--- config.mk ---
export PLATFORM = sky130hd
export DESIGN_NAME = multiset_combination_generator_core_flat
export DESIGN_NICKNAME = d
export VERILOG_FILES = /design/src/sv/mcg_pkg.sv /design/src/sv/mcg_if.sv /design/src/sv/multiset_combination_generator_core.sv /design/src/sv/mcg_cell.sv /design/src/flat_wrapper.sv
export SDC_FILE = /design/constraint.sdc
export NUM_CORES = 2
export LEC_CHECK = 0
export BUFFER_PORTS_ARGS = -buffer_cell sky130_fd_sc_hd__buf_2
export CELL_PAD_IN_SITES_DETAIL_PLACEMENT = 1
export CELL_PAD_IN_SITES_GLOBAL_PLACEMENT = 1
export CORE_ASPECT_RATIO = 0.8
export CORE_MARGIN = 2
export CORE_UTILIZATION = 40
export CTS_CLUSTER_DIAMETER = 80
export DETAILED_ROUTE_END_ITERATION = 12
export GPL_TIMING_DRIVEN = 0
export PLACE_DENSITY_LB_ADDON = 0.1
export SLEW_MARGIN = 20
export SYNTH_ARGS = -nofsm -noshare
export SYNTH_HDL_FRONTEND = slang
export SYNTH_HIERARCHICAL = 1
export SYNTH_SLANG_ARGS = --single-unit
--- constraint.sdc ---
create_clock -name clock -period 19.5 [get_ports clock]
set_clock_uncertainty 0.05 [all_clocks]
set_input_delay 1.95 -clock clock [delete_from_list [all_inputs] [get_ports clock]]
set_output_delay 1.95 -clock clock [all_outputs]
set_load 0.005 [all_outputs]
--- src/sv/mcg_pkg.sv ---
package mcg_pkg;

   localparam int MAX_SET       = 16;
   localparam int VALUE_BITS    = 16;
   localparam int RESULT_CAP    = 16;
   localparam int SET_CAP       = (MAX_SET < RESULT_CAP) ? MAX_SET : RESULT_CAP;
   localparam int IDX_BITS      = (MAX_SET > 1) ? $clog2(MAX_SET) : 1;
   localparam int SZ_BITS       = 5;
   localparam int ELEM_IDX_BITS = 4;
   localparam int POS_BITS      = 4;
   localparam int REQ_BITS      = 2;
   localparam int CSR_IDX_BITS  = 2;
   localparam int CSR_DATA_BITS = 5;

   // request codes
   localparam logic [REQ_BITS-1:0] REQ_LOAD    = 2'd0;
   localparam logic [REQ_BITS-1:0] REQ_RESTART = 2'd1;
   localparam logic [REQ_BITS-1:0] REQ_NEXT    = 2'd2;

   // register indexes
   localparam logic [CSR_IDX_BITS-1:0] CSR_SET_SIZE  = 2'd0;
   localparam logic [CSR_IDX_BITS-1:0] CSR_COMB_SIZE = 2'd1;
   localparam logic [CSR_IDX_BITS-1:0] CSR_ALL_SIZES = 2'd2;

   localparam logic [SZ_BITS-1:0] SET_SIZE_RST  = 5'd16;
   localparam logic [SZ_BITS-1:0] COMB_SIZE_RST = 5'd1;

   // cell operations
   localparam logic [2:0] CELL_HOLD      = 3'd0;
   localparam logic [2:0] CELL_WRITE     = 3'd1;
   localparam logic [2:0] CELL_COPY      = 3'd2;
   localparam logic [2:0] CELL_LANE_SET  = 3'd3;
   localparam logic [2:0] CELL_LANE_COMB = 3'd4;
   localparam logic [2:0] CELL_SHL       = 3'd5;
   localparam logic [2:0] CELL_SHR       = 3'd6;
   localparam logic [2:0] CELL_REFILL    = 3'd7;

   typedef logic [VALUE_BITS-1:0] value_type;

   typedef struct packed {
      logic [2:0]               op;
      logic [ELEM_IDX_BITS-1:0] index;
      value_type                value;
      logic [SZ_BITS-1:0]       lo;
      logic [SZ_BITS-1:0]       hi;
   } cell_ctrl_type;

endpackage

--- src/sv/mcg_if.sv ---
interface mcg_req_if;
   import mcg_pkg::*;
   logic                     valid;
   logic                     ready;
   logic [REQ_BITS-1:0]      req_type;
   logic [ELEM_IDX_BITS-1:0] elem_index;
   logic [VALUE_BITS-1:0]    elem_value;
   modport source (output valid, req_type, elem_index, elem_value, input ready);
   modport sink   (input valid, req_type, elem_index, elem_value, output ready);
endinterface

interface mcg_rsp_if;
   import mcg_pkg::*;
   logic                  valid;
   logic                  ready;
   logic [VALUE_BITS-1:0] out_value;
   logic [POS_BITS-1:0]   out_position;
   logic                  last;
   logic                  done_res;
   modport source (output valid, out_value, out_position, last, done_res, input ready);
   modport sink   (input valid, out_value, out_position, last, done_res, output ready);
endinterface

--- src/sv/multiset_combination_generator_core.sv ---
// Multiset combination generator. Load transactions write the sorted set one
// element at a time, restart clears the enumeration, and each next transaction
// returns the next lexicographic combination (duplicates skipped) as one result
// per element, ascending, with last on the final one, or a single done result.
// Load, restart and the unused code give no result. The time that a next
// transaction takes is set by the chain of element cells: the aligned compare
// and the tail refill both move a lane of set values one cell per cycle, and
// results leave cell zero one per cycle while the output is ready. One
// transaction is worked on at a time.
module multiset_combination_generator_core (
   input  logic                              clock,
   input  logic                              reset,
   mcg_req_if.sink                           req_if,
   mcg_rsp_if.source                         rsp_if,
   input  logic                              csr_wr_en,
   input  logic [mcg_pkg::CSR_IDX_BITS-1:0]  csr_index,
   input  logic [mcg_pkg::CSR_DATA_BITS-1:0] csr_wdata
);
   import mcg_pkg::*;

   localparam logic [2:0] ST_IDLE    = 3'd0;
   localparam logic [2:0] ST_ALIGN   = 3'd1;
   localparam logic [2:0] ST_SEARCH  = 3'd2;
   localparam logic [2:0] ST_REFILL  = 3'd3;
   localparam logic [2:0] ST_LOADOUT = 3'd4;
   localparam logic [2:0] ST_EMIT    = 3'd5;
   localparam logic [2:0] ST_DONE    = 3'd6;

   logic [2:0]         state_ff, state_in;
   logic [SZ_BITS-1:0] size_ff, size_in;
   logic               exhausted_ff, exhausted_in;
   logic [SZ_BITS-1:0] set_size_ff, set_size_in;
   logic [SZ_BITS-1:0] comb_size_ff, comb_size_in;
   logic               all_sizes_ff, all_sizes_in;
   logic [SZ_BITS-1:0] cnt_ff, cnt_in;
   logic [SZ_BITS-1:0] ci_ff, ci_in;
   logic [SZ_BITS-1:0] lo_ff, lo_in;
   logic [SZ_BITS-1:0] hi_ff, hi_in;
   logic [SZ_BITS-1:0] pos_ff, pos_in;
   logic               shl_ff, shl_in;
   value_type          pivot_ff, pivot_in;

   cell_ctrl_type      ctrl;
   value_type          set_val  [MAX_SET];
   value_type          comb_val [MAX_SET];
   value_type          lane_val [MAX_SET];
   logic [MAX_SET-1:0] match;

   logic [SZ_BITS-1:0] cap;
   logic [SZ_BITS-1:0] s_use;
   logic [SZ_BITS-1:0] start_size;
   logic [MAX_SET-1:0] mism;
   logic               any_mism;
   logic [SZ_BITS-1:0] ci_found;
   logic [SZ_BITS-1:0] mid;
   logic               mid_le;
   logic [SZ_BITS:0]   refill_span;
   logic               overflow;
   logic               is_last;

   // ---- cell chain
   for (genvar i = 0; i < MAX_SET; i++) begin : g_cell
      value_type upper;
      value_type lower;
      if (i == MAX_SET - 1) begin : g_top
         assign upper = '0;
      end else begin : g_mid
         assign upper = lane_val[i+1];
      end
      if (i == 0) begin : g_bot
         assign lower = '0;
      end else begin : g_low
         assign lower = lane_val[i-1];
      end
      mcg_cell u_cell (
         .clock           (clock),
         .cell_id         (IDX_BITS'(i)),
         .ctrl            (ctrl),
         .lane_from_upper (upper),
         .lane_from_lower (lower),
         .set_val         (set_val[i]),
         .comb_val        (comb_val[i]),
         .lane_val        (lane_val[i]),
         .match           (match[i])
      );
   end

   // ---- datapath helpers
   assign cap        = SZ_BITS'(SET_CAP);
   assign s_use      = (set_size_ff > cap) ? cap : set_size_ff;
   assign start_size = all_sizes_ff ? SZ_BITS'(1) : comb_size_ff;

   // highest position below k whose element differs from its aligned set element
   always_comb begin
      ci_found = '0;
      for (int j = 0; j < MAX_SET; j++) begin
         mism[j] = !match[j] && (j < int'(size_ff));
         if (mism[j]) ci_found = SZ_BITS'(j);
      end
   end
   assign any_mism = |mism;

   assign mid         = SZ_BITS'(({1'b0, lo_ff} + {1'b0, hi_ff}) >> 1);
   assign mid_le      = (set_val[IDX_BITS'(mid)] <= pivot_ff);
   assign refill_span = {1'b0, lo_ff} + {1'b0, size_ff - ci_ff};
   assign overflow    = (refill_span > {1'b0, s_use});
   assign is_last     = (pos_ff == size_ff - SZ_BITS'(1));

   // ---- sequencer
   always_comb begin
      state_in     = state_ff;
      size_in      = size_ff;
      exhausted_in = exhausted_ff;
      cnt_in       = cnt_ff;
      ci_in        = ci_ff;
      lo_in        = lo_ff;
      hi_in        = hi_ff;
      pos_in       = pos_ff;
      shl_in       = shl_ff;
      pivot_in     = pivot_ff;
      ctrl.op      = CELL_HOLD;
      ctrl.index   = req_if.elem_index;
      ctrl.value   = req_if.elem_value;
      ctrl.lo      = ci_ff;
      ctrl.hi      = size_ff;

      case (state_ff)
         ST_IDLE: begin
            if (req_if.valid) begin
               case (req_if.req_type)
                  REQ_LOAD:    ctrl.op = CELL_WRITE;
                  REQ_RESTART: begin
                     size_in      = '0;
                     exhausted_in = 1'b0;
                  end
                  REQ_NEXT: begin
                     if (exhausted_ff) begin
                        state_in     = ST_DONE;
                        exhausted_in = 1'b1;
                     end else if (size_ff == '0) begin
                        if (start_size == '0 || start_size > s_use) begin
                           state_in     = ST_DONE;
                           exhausted_in = 1'b1;
                        end else begin
                           ctrl.op  = CELL_COPY;
                           size_in  = start_size;
                           state_in = ST_LOADOUT;
                        end
                     end else if (size_ff > s_use) begin
                        state_in     = ST_DONE;
                        exhausted_in = 1'b1;
                     end else begin
                        // align the set tail under the combination
                        ctrl.op  = CELL_LANE_SET;
                        cnt_in   = s_use - size_ff;
                        state_in = ST_ALIGN;
                     end
                  end
                  default: ;
               endcase
            end
         end

         ST_ALIGN: begin
            if (cnt_ff != '0) begin
               ctrl.op = CELL_SHL;
               cnt_in  = cnt_ff - SZ_BITS'(1);
            end else if (!any_mism) begin
               if (all_sizes_ff && size_ff < s_use) begin
                  ctrl.op  = CELL_COPY;
                  size_in  = size_ff + SZ_BITS'(1);
                  state_in = ST_LOADOUT;
               end else begin
                  state_in     = ST_DONE;
                  exhausted_in = 1'b1;
               end
            end else begin
               ci_in    = ci_found;
               pivot_in = comb_val[IDX_BITS'(ci_found)];
               lo_in    = '0;
               hi_in    = s_use;
               state_in = ST_SEARCH;
            end
         end

         ST_SEARCH: begin
            if (lo_ff < hi_ff) begin
               if (mid_le) lo_in = mid + SZ_BITS'(1);
               else        hi_in = mid;
            end else if (overflow) begin
               state_in     = ST_DONE;
               exhausted_in = 1'b1;
            end else begin
               // shift the set so element ni lines up with cell ci
               ctrl.op = CELL_LANE_SET;
               if (lo_ff >= ci_ff) begin
                  shl_in = 1'b1;
                  cnt_in = lo_ff - ci_ff;
               end else begin
                  shl_in = 1'b0;
                  cnt_in = ci_ff - lo_ff;
               end
               state_in = ST_REFILL;
            end
         end

         ST_REFILL: begin
            if (cnt_ff != '0) begin
               ctrl.op = shl_ff ? CELL_SHL : CELL_SHR;
               cnt_in  = cnt_ff - SZ_BITS'(1);
            end else begin
               ctrl.op  = CELL_REFILL;
               state_in = ST_LOADOUT;
            end
         end

         ST_LOADOUT: begin
            ctrl.op  = CELL_LANE_COMB;
            pos_in   = '0;
            state_in = ST_EMIT;
         end

         ST_EMIT: begin
            if (rsp_if.ready) begin
               if (is_last) begin
                  state_in = ST_IDLE;
               end else begin
                  ctrl.op = CELL_SHL;
                  pos_in  = pos_ff + SZ_BITS'(1);
               end
            end
         end

         ST_DONE: begin
            if (rsp_if.ready) state_in = ST_IDLE;
         end

         default: state_in = ST_IDLE;
      endcase
   end

   // ---- configuration
   always_comb begin
      set_size_in  = set_size_ff;
      comb_size_in = comb_size_ff;
      all_sizes_in = all_sizes_ff;
      if (csr_wr_en) begin
         case (csr_index)
            CSR_SET_SIZE:  set_size_in  = SZ_BITS'(csr_wdata);
            CSR_COMB_SIZE: comb_size_in = SZ_BITS'(csr_wdata);
            CSR_ALL_SIZES: all_sizes_in = csr_wdata[0];
            default: ;
         endcase
      end
   end

   always_ff @(posedge clock) begin
      if (reset) begin
         state_ff     <= ST_IDLE;
         size_ff      <= '0;
         exhausted_ff <= 1'b0;
         set_size_ff  <= SET_SIZE_RST;
         comb_size_ff <= COMB_SIZE_RST;
         all_sizes_ff <= 1'b0;
         cnt_ff       <= '0;
         shl_ff       <= 1'b0;
         pos_ff       <= '0;
      end else begin
         state_ff     <= state_in;
         size_ff      <= size_in;
         exhausted_ff <= exhausted_in;
         set_size_ff  <= set_size_in;
         comb_size_ff <= comb_size_in;
         all_sizes_ff <= all_sizes_in;
         cnt_ff       <= cnt_in;
         shl_ff       <= shl_in;
         pos_ff       <= pos_in;
      end
   end

   always_ff @(posedge clock) begin
      ci_ff    <= ci_in;
      lo_ff    <= lo_in;
      hi_ff    <= hi_in;
      pivot_ff <= pivot_in;
   end

   // ---- ports
   assign req_if.ready        = (state_ff == ST_IDLE);
   assign rsp_if.valid        = (state_ff == ST_EMIT) || (state_ff == ST_DONE);
   assign rsp_if.done_res     = (state_ff == ST_DONE);
   assign rsp_if.out_value    = (state_ff == ST_DONE) ? '0 : lane_val[0];
   assign rsp_if.out_position = (state_ff == ST_DONE) ? '0 : POS_BITS'(pos_ff);
   assign rsp_if.last         = (state_ff == ST_DONE) ? 1'b1 : is_last;

   // ---- assertions
   a_one_at_a_time: assert property (@(posedge clock) disable iff (reset)
      !(req_if.ready && rsp_if.valid))
      else $error("request taken while a result is pending");

   a_elem_has_size: assert property (@(posedge clock) disable iff (reset)
      (rsp_if.valid && !rsp_if.done_res) |-> (size_ff != '0 && pos_ff < size_ff))
      else $error("element result outside the current combination");

   a_done_exhausts: assert property (@(posedge clock) disable iff (reset)
      (rsp_if.valid && rsp_if.done_res) |-> exhausted_ff)
      else $error("done result without exhausted flag");

   a_restart_clears: assert property (@(posedge clock) disable iff (reset)
      (req_if.valid && req_if.ready && req_if.req_type == REQ_RESTART)
      |=> (size_ff == '0 && !exhausted_ff))
      else $error("restart did not clear the enumeration");

endmodule

--- src/sv/mcg_cell.sv ---
module mcg_cell (
   input  logic                         clock,
   input  logic [mcg_pkg::IDX_BITS-1:0] cell_id,
   input  mcg_pkg::cell_ctrl_type       ctrl,
   input  mcg_pkg::value_type           lane_from_upper,
   input  mcg_pkg::value_type           lane_from_lower,
   output mcg_pkg::value_type           set_val,
   output mcg_pkg::value_type           comb_val,
   output mcg_pkg::value_type           lane_val,
   output logic                         match
);
   import mcg_pkg::*;

   localparam int CMP_BITS = IDX_BITS + SZ_BITS;

   value_type set_ff, set_in;
   value_type comb_ff, comb_in;
   value_type lane_ff, lane_in;

   logic [CMP_BITS-1:0] id_ext;
   logic [CMP_BITS-1:0] index_ext;
   logic [CMP_BITS-1:0] lo_ext;
   logic [CMP_BITS-1:0] hi_ext;

   assign id_ext    = CMP_BITS'(cell_id);
   assign index_ext = CMP_BITS'(ctrl.index);
   assign lo_ext    = CMP_BITS'(ctrl.lo);
   assign hi_ext    = CMP_BITS'(ctrl.hi);

   always_comb begin
      set_in  = set_ff;
      comb_in = comb_ff;
      lane_in = lane_ff;
      case (ctrl.op)
         CELL_WRITE: begin
            if (index_ext == id_ext) set_in = ctrl.value;
         end
         CELL_COPY:      comb_in = set_ff;
         CELL_LANE_SET:  lane_in = set_ff;
         CELL_LANE_COMB: lane_in = comb_ff;
         CELL_SHL:       lane_in = lane_from_upper;
         CELL_SHR:       lane_in = lane_from_lower;
         CELL_REFILL: begin
            // take the shifted set element only inside the tail being rebuilt
            if (id_ext >= lo_ext && id_ext < hi_ext) comb_in = lane_ff;
         end
         default: ;
      endcase
   end

   always_ff @(posedge clock) begin
      set_ff  <= set_in;
      comb_ff <= comb_in;
      lane_ff <= lane_in;
   end

   assign set_val  = set_ff;
   assign comb_val = comb_ff;
   assign lane_val = lane_ff;
   assign match    = (comb_ff == lane_ff);

endmodule

--- src/flat_wrapper.sv ---
// flat-port wrapper written by rule: the top's interface ports become plain ports
module multiset_combination_generator_core_flat import mcg_pkg::*;
  (clock, reset, csr_wr_en, csr_index, csr_wdata, req_if_valid, req_if_req_type, req_if_elem_index, req_if_elem_value, req_if_ready, rsp_if_valid, rsp_if_out_value, rsp_if_out_position, rsp_if_last, rsp_if_done_res, rsp_if_ready);
  mcg_req_if req_if_i ();
  mcg_rsp_if rsp_if_i ();
  input  logic clock;
  input  logic reset;
  input  logic csr_wr_en;
  input  logic [mcg_pkg::CSR_IDX_BITS-1:0] csr_index;
  input  logic [mcg_pkg::CSR_DATA_BITS-1:0] csr_wdata;
  input wire logic [$bits(req_if_i.valid)-1:0] req_if_valid;
  input wire logic [$bits(req_if_i.req_type)-1:0] req_if_req_type;
  input wire logic [$bits(req_if_i.elem_index)-1:0] req_if_elem_index;
  input wire logic [$bits(req_if_i.elem_value)-1:0] req_if_elem_value;
  output wire logic [$bits(req_if_i.ready)-1:0] req_if_ready;
  output wire logic [$bits(rsp_if_i.valid)-1:0] rsp_if_valid;
  output wire logic [$bits(rsp_if_i.out_value)-1:0] rsp_if_out_value;
  output wire logic [$bits(rsp_if_i.out_position)-1:0] rsp_if_out_position;
  output wire logic [$bits(rsp_if_i.last)-1:0] rsp_if_last;
  output wire logic [$bits(rsp_if_i.done_res)-1:0] rsp_if_done_res;
  input wire logic [$bits(rsp_if_i.ready)-1:0] rsp_if_ready;
  assign req_if_i.valid = req_if_valid;
  assign req_if_i.req_type = req_if_req_type;
  assign req_if_i.elem_index = req_if_elem_index;
  assign req_if_i.elem_value = req_if_elem_value;
  assign req_if_ready = req_if_i.ready;
  assign rsp_if_valid = rsp_if_i.valid;
  assign rsp_if_out_value = rsp_if_i.out_value;
  assign rsp_if_out_position = rsp_if_i.out_position;
  assign rsp_if_last = rsp_if_i.last;
  assign rsp_if_done_res = rsp_if_i.done_res;
  assign rsp_if_i.ready = rsp_if_ready;
  multiset_combination_generator_core u_core (.clock(clock), .reset(reset), .req_if(req_if_i), .rsp_if(rsp_if_i), .csr_wr_en(csr_wr_en), .csr_index(csr_index), .csr_wdata(csr_wdata));
endmodule
# Yosys cells after proc, flatten, opt, wreduce, memory -nomap -nowiden
# Cells that the tools add are included.
word_totals:
  mem_count: 0
  romBits: 0
  word_cells: 490
  register_bits: 830
  in_bits: 34
  ram_bits: 0
  latchBits: 0
  output_inout_bits: 24
op_classes:
  add_sub_neg: 11
  shifts: 0
  bitwise: 5
  order_cmp: 58
  n_mux: 151
  div_mod_pow: 0
  mul: 0
  eq_ne: 91
  n_reduce_logical: 112
op_table:
  columns: ["cell", "n"]
  rows:
  - ["$pmux 16 s4", 16]
  - ["$pmux 16 s2", 16]
  - ["$mux 16", 21]
  - ["$eq 16x16->1", 16]
  - ["$mux 5", 28]
  - ["$bmux 16 s4", 2]
  - ["$lt 4x5->1 const A", 16]
  - ["$reduce_and 2->1", 35]
  - ["$mux 3", 22]
  - ["$ne 2x2->1 const B", 29]
  - ["$mux 4", 14]
  - ["$pmux 5 s2", 5]
  - ["$ge 4x5->1 const A", 8]
  - ["$lt 3x5->1 const A", 8]
  - ["$logic_and 1x1->1", 33]
  - ["$eq 4x4->1 const B", 8]
  - ["$eq 3x3->1 const B", 7]
  - ["$pmux 3 s7", 1]
  - ["$ge 3x5->1 const A", 4]
  - ["$lt 1x5->1 const A", 4]
  - ["$lt 2x5->1 const A", 4]
  - ["$sub 5x5->5", 4]
  - ["$ne 2x1->1 const B", 9]
  - ["$pmux 3 s6", 1]
  - ["48 further kinds", 117]

# Logic depth before layout (Yosys ltp)
logic_depth:
  word_depth: 22
  mapped_depth: 23
  mapped_depth_nobuf: 20

# Modules after synthesis
# The synthesis kept the hierarchy.
by_module_without_submodules:
  columns: ["mod", "cells_each", "instances", "area_per_inst_um2"]
  rows:
  - ["mcg_cell", 198, 16, 2612.5]
  - ["multiset_combination_generator_core", 1239, 1, 9754.4]

# Least setup slack after synthesis
# OpenSTA, ideal clock, no wires.
synth_timing:
  path_type: "register to register"
  start: "register u_core.size_ff[0]"
  end: "register u_core.g_cell[0].u_cell.set_ff[0] (enable)"
  path_buffers: 3
  synth_period_minus_slack_ns: 6.520
  stages_incl_launch_ff: 22
  required_ns: 19.041
  arrival_time_ns: 6.061
  path_slack_ns: 12.980
  path_cell_list: "dfxtp_1 buf_6 inv_1 ha_1 inv_1 fa_1 ha_1 a21o_1 a21oi_1 xnor2_1 ha_1 o21a_1 o21a_1 o22ai_1 nand2_1 or3_1 o221ai_1 nor2b_1 buf_2 buf_2 nand2_1 nor3_1"
synth_lines:
  columns: ["item", "line_no", "text"]
  rows:
  - ["start, declared", "multiset_combination_generator_core.sv:30", "logic [SZ_BITS-1:0] size_ff, size_in;"]
  - ["start signal, assigned", "multiset_combination_generator_core.sv:270", "size_ff <= size_in;"]
  - ["end signal, assigned", "mcg_cell.sv:52", "set_ff <= set_in;"]
  - ["end, declared", "mcg_cell.sv:16", "value_type set_ff, set_in;"]

==> results.json <==
{
  "outcome": "finished, final reports clean",
  "fin_crit_sh": 0.390,
  "vias": 40800,
  "crit_type": "reg -> reg",
  "totalWireLength_mm": 221,
  "clk_pin_slew_ns": 0.06,
  "synth.distinct_cells": 79,
  "synth.top_cell.area_share": 0.465,
  "yosysTopAreaCell": "edfxtp_1",
  "postSynth.asyncResetShare": 0,
  "worstHoldStart": "u_core/shl_ff",
  "dieHeight_um": 325,
  "seq_power_share": 0.270,
  "nets": 5075,
  "hpwl_mm": 177,
  "syn_area_mm2": 0.0516,
  "rsz0062_at_grt": "false",
  "track_usage": 0.330,
  "synth_edf_count": 798,
  "core-area_mm2": 0.128,
  "hold_path.class": "reg -> reg",
  "setup_viol": 0,
  "clockBufferDepth": 3,
  "yosysWarningCount": 6,
  "p_per_area_mw_per_mm2": 187,
  "tightest_slew_ns": 1.32,
  "row_count": 117,
  "yosysMostFrequentCell": "edfxtp_1",
  "place_area_mm2": 0.0559,
  "grt_overflow_total": 0,
  "grt_pass1_vias": 39100,
  "worst_path_max_delay_cell": "nor4_1",
  "critPathLaunchType": "flip-flop",
  "grt_max_degree": 31,
  "synth_commonest_cells": "edfxtp_1 (798), nand2_1 (564), xnor2_1 (353)",
  "cp-end-kind": "flip-flop",
  "synthTopCellsByArea": "edfxtp_1 (46%), xnor2_1 (6.0%), mux2i_1 (6.0%)",
  "drv_cap": 0,
  "yosysSeqAreaShare": 0.477,
  "initial_core_util": 0.404,
  "pwr-share-clk": 0.161,
  "cp_common_cell": "buf_6",
  "die_area_mm2": 0.132,
  "routedWlPerCell_um": 33.2,
  "die_x_um": 405,
  "dr.pass1.iters": 6,
  "p_int_w": 0.00545,
  "finalHoldViolCount": 0,
  "synth-seq-cells": 829,
  "multi_input_area_mm2": 0.0260,
  "min_period_ns": 7.60,
  "rrSetupSlack_ns": 11.90,
  "synth_flop_cell": "edfxtp_1",
  "cts_sinks": 829,
  "switchingPower_w": 0.00554,
  "synth_area_per_cell_um2": 11.7,
  "fin_area_mm2": 0.0588,
  "remaining_drc_errors": 0,
  "crit_fanout": 16,
  "r2r-start": "u_core/g_cell[13].u_cell/lane_val[9]",
  "cp_cell_sequence": "xnor2_1 > nand4_1 > nor4_1 > a21oi_1 > a211o_1 > nor3_4 > inv_4 > a2111oi_4 > a22oi_1 > o221ai_4 > buf_16 > buf_6 > nand3_4 > buf_6 > nor2_1 > a32o_1",
  "cp.required_ns": 19.78,
  "irDropWorstVdd_v": 0.000108,
  "hold_buffers": 0,
  "slew_headroom": 0.115,
  "ctsResizeCount": 0,
  "cts_max_level": 3,
  "power_frac_comb": 0.568,
  "slowest_delay_ns": 1.00,
  "slew_viol_final": 0,
  "startpoint": "u_core/g_cell[13].u_cell/lane_val[9]",
  "post_cts_buffers": 0,
  "fmax_ghz": 0.131,
  "cp.arrival_ns": 7.88,
  "cts-root-buf": "clkbuf_16",
  "antenna_found_initial": 14,
  "netlist_instances": 4407,
  "swShare": 0.504,
  "pin_count": 58,
  "fillers": 13600,
  "clock_latency_ns": 0.73,
  "area_growth_pct": 14.1,
  "drt-initial-drc-count": 5829,
  "cts_tree": "built",
  "leakage_nw": 21.2,
  "cts_inserted_buffers": 94,
  "vias_per_cell": 6.13,
  "gp_congestion": 0.992,
  "seq_area_mm2": 0.0246,
  "grt_pass1_wl_mm": 307,
  "tns_ns": 0,
  "ant_nets": 0,
  "drive_above_1_share": 0.176,
  "hold_ws_ns": 0.444,
  "utilization": 0.461,
  "io_buffers": 57
}
## per-stage QoR
stage	total power [W]	cells	setup WS (ns)
final	0.0110	6650	11.90
after global routing	0.0113	6648	11.62
after CTS	0.0107	6648	11.90
after detailed placement	0.00897	6489	11.93
after global placement	0.00875	6427	8.24
after floorplan	0.00624	4645	12.98
## kinds of logic (layout without fill, tap and decap cells)
logic type,Yosys count,count (layout),share of synthesized area
simple gates,1094,1094,0.0997
compound gates,877,877,0.118
flops,829,829,0.477
mux,633,633,0.157
buf+inv,425,703,0.0417
xor+xnor,366,366,0.0622
fa+ha+maj,181,181,0.0448
other cells,2,242,0.000146
## cell usage in the layout, fill, tap and decap left out, types with 28 or more instances in the layout
cell type and count:
edfxtp_1 798, nand2_1 563, xnor2_1 336, o21ai_0 318
mux2i_1 307, a22o_1 257, conb_1 240, inv_1 176
ha_1 175, buf_2 172, nor2_1 154, mux2_4 144
mux2_2 112, clkbuf_16 94, nand4_1 84, nand3_1 84
clkbuf_1 76, mux4_2 70, buf_6 68, a21oi_1 63
a211oi_1 41, and2_1 37, buf_4 37, nor2b_1 36
a31oi_1 33, nand2b_1 29, dfxtp_1 28
## power groups by stage
stage | combinational (W) | clock (W) | sequential [W]
floorplan | 0.00348 | 0 | 0.00276
global placement | 0.00574 | 0 | 0.00300
detailed placement | 0.00598 | 0 | 0.00299
CTS | 0.00600 | 0.00179 | 0.00295
global route | 0.00649 | 0.00184 | 0.00299
finish | 0.00624 | 0.00177 | 0.00297
## flip-flops by register name (all words and copies together) (netlist names)
signal and count:
u_core/pivot_ff 16, u_core/g_cell.u_cell/lane_val 256, u_core/exhausted_ff 1, u_core/size_ff 5
u_core/set_size_ff 5, u_core/g_cell.u_cell/set_val 256, u_core/g_cell.u_cell/comb_val 256, u_core/pos_ff 5
u_core/cnt_ff 5, u_core/hi_ff 5, u_core/shl_ff 1, u_core/ci_ff 4
u_core/state_ff 3, u_core/comb_size_ff 5, u_core/all_sizes_ff 1, u_core/lo_ff 5
## layer usage
layer	GRT usage	part of all wire	vias to the layer above
li1	-	-	17200
met1	0.514	0.45	21000
met2	0.435	0.39	2324
met3	0.107	0.14	254
met4	0.0759	0.024	8
met5	0	0.00026	-
## final timing paths
check | to | cells after the start
setup / recovery | u_core/g_cell[12].u_cell/comb_val[1] | 16
hold / removal | u_core/shl_ff | 2
setup reg to reg | u_core/g_cell[12].u_cell/comb_val[1] | 16
hold reg to reg | u_core/shl_ff | 2
## worst max-delay path: cells and delay by family (launching register included)
family | cells | cell delay [ns]
flops | 1 | 0.47
xor+xnor | 1 | 0.61
buf+inv | 4 | 0.89
compound gates | 6 | 2.85
simple gates | 5 | 2.26
## layout make-up
cell class	instances	area share
Tap cell	1725	0.0367
Buffer	245	0.0253
Inverter	180	0.0115
Multi-Input combinational cell	3391	0.443
Antenna cell	2	0.0000851
Sequential cell	829	0.418
Clock buffer	109	0.0410
Clock inverter	50	0.00853
Timing Repair Buffer	119	0.0160
Note: power is estimated with default switching activity, not from simulation.
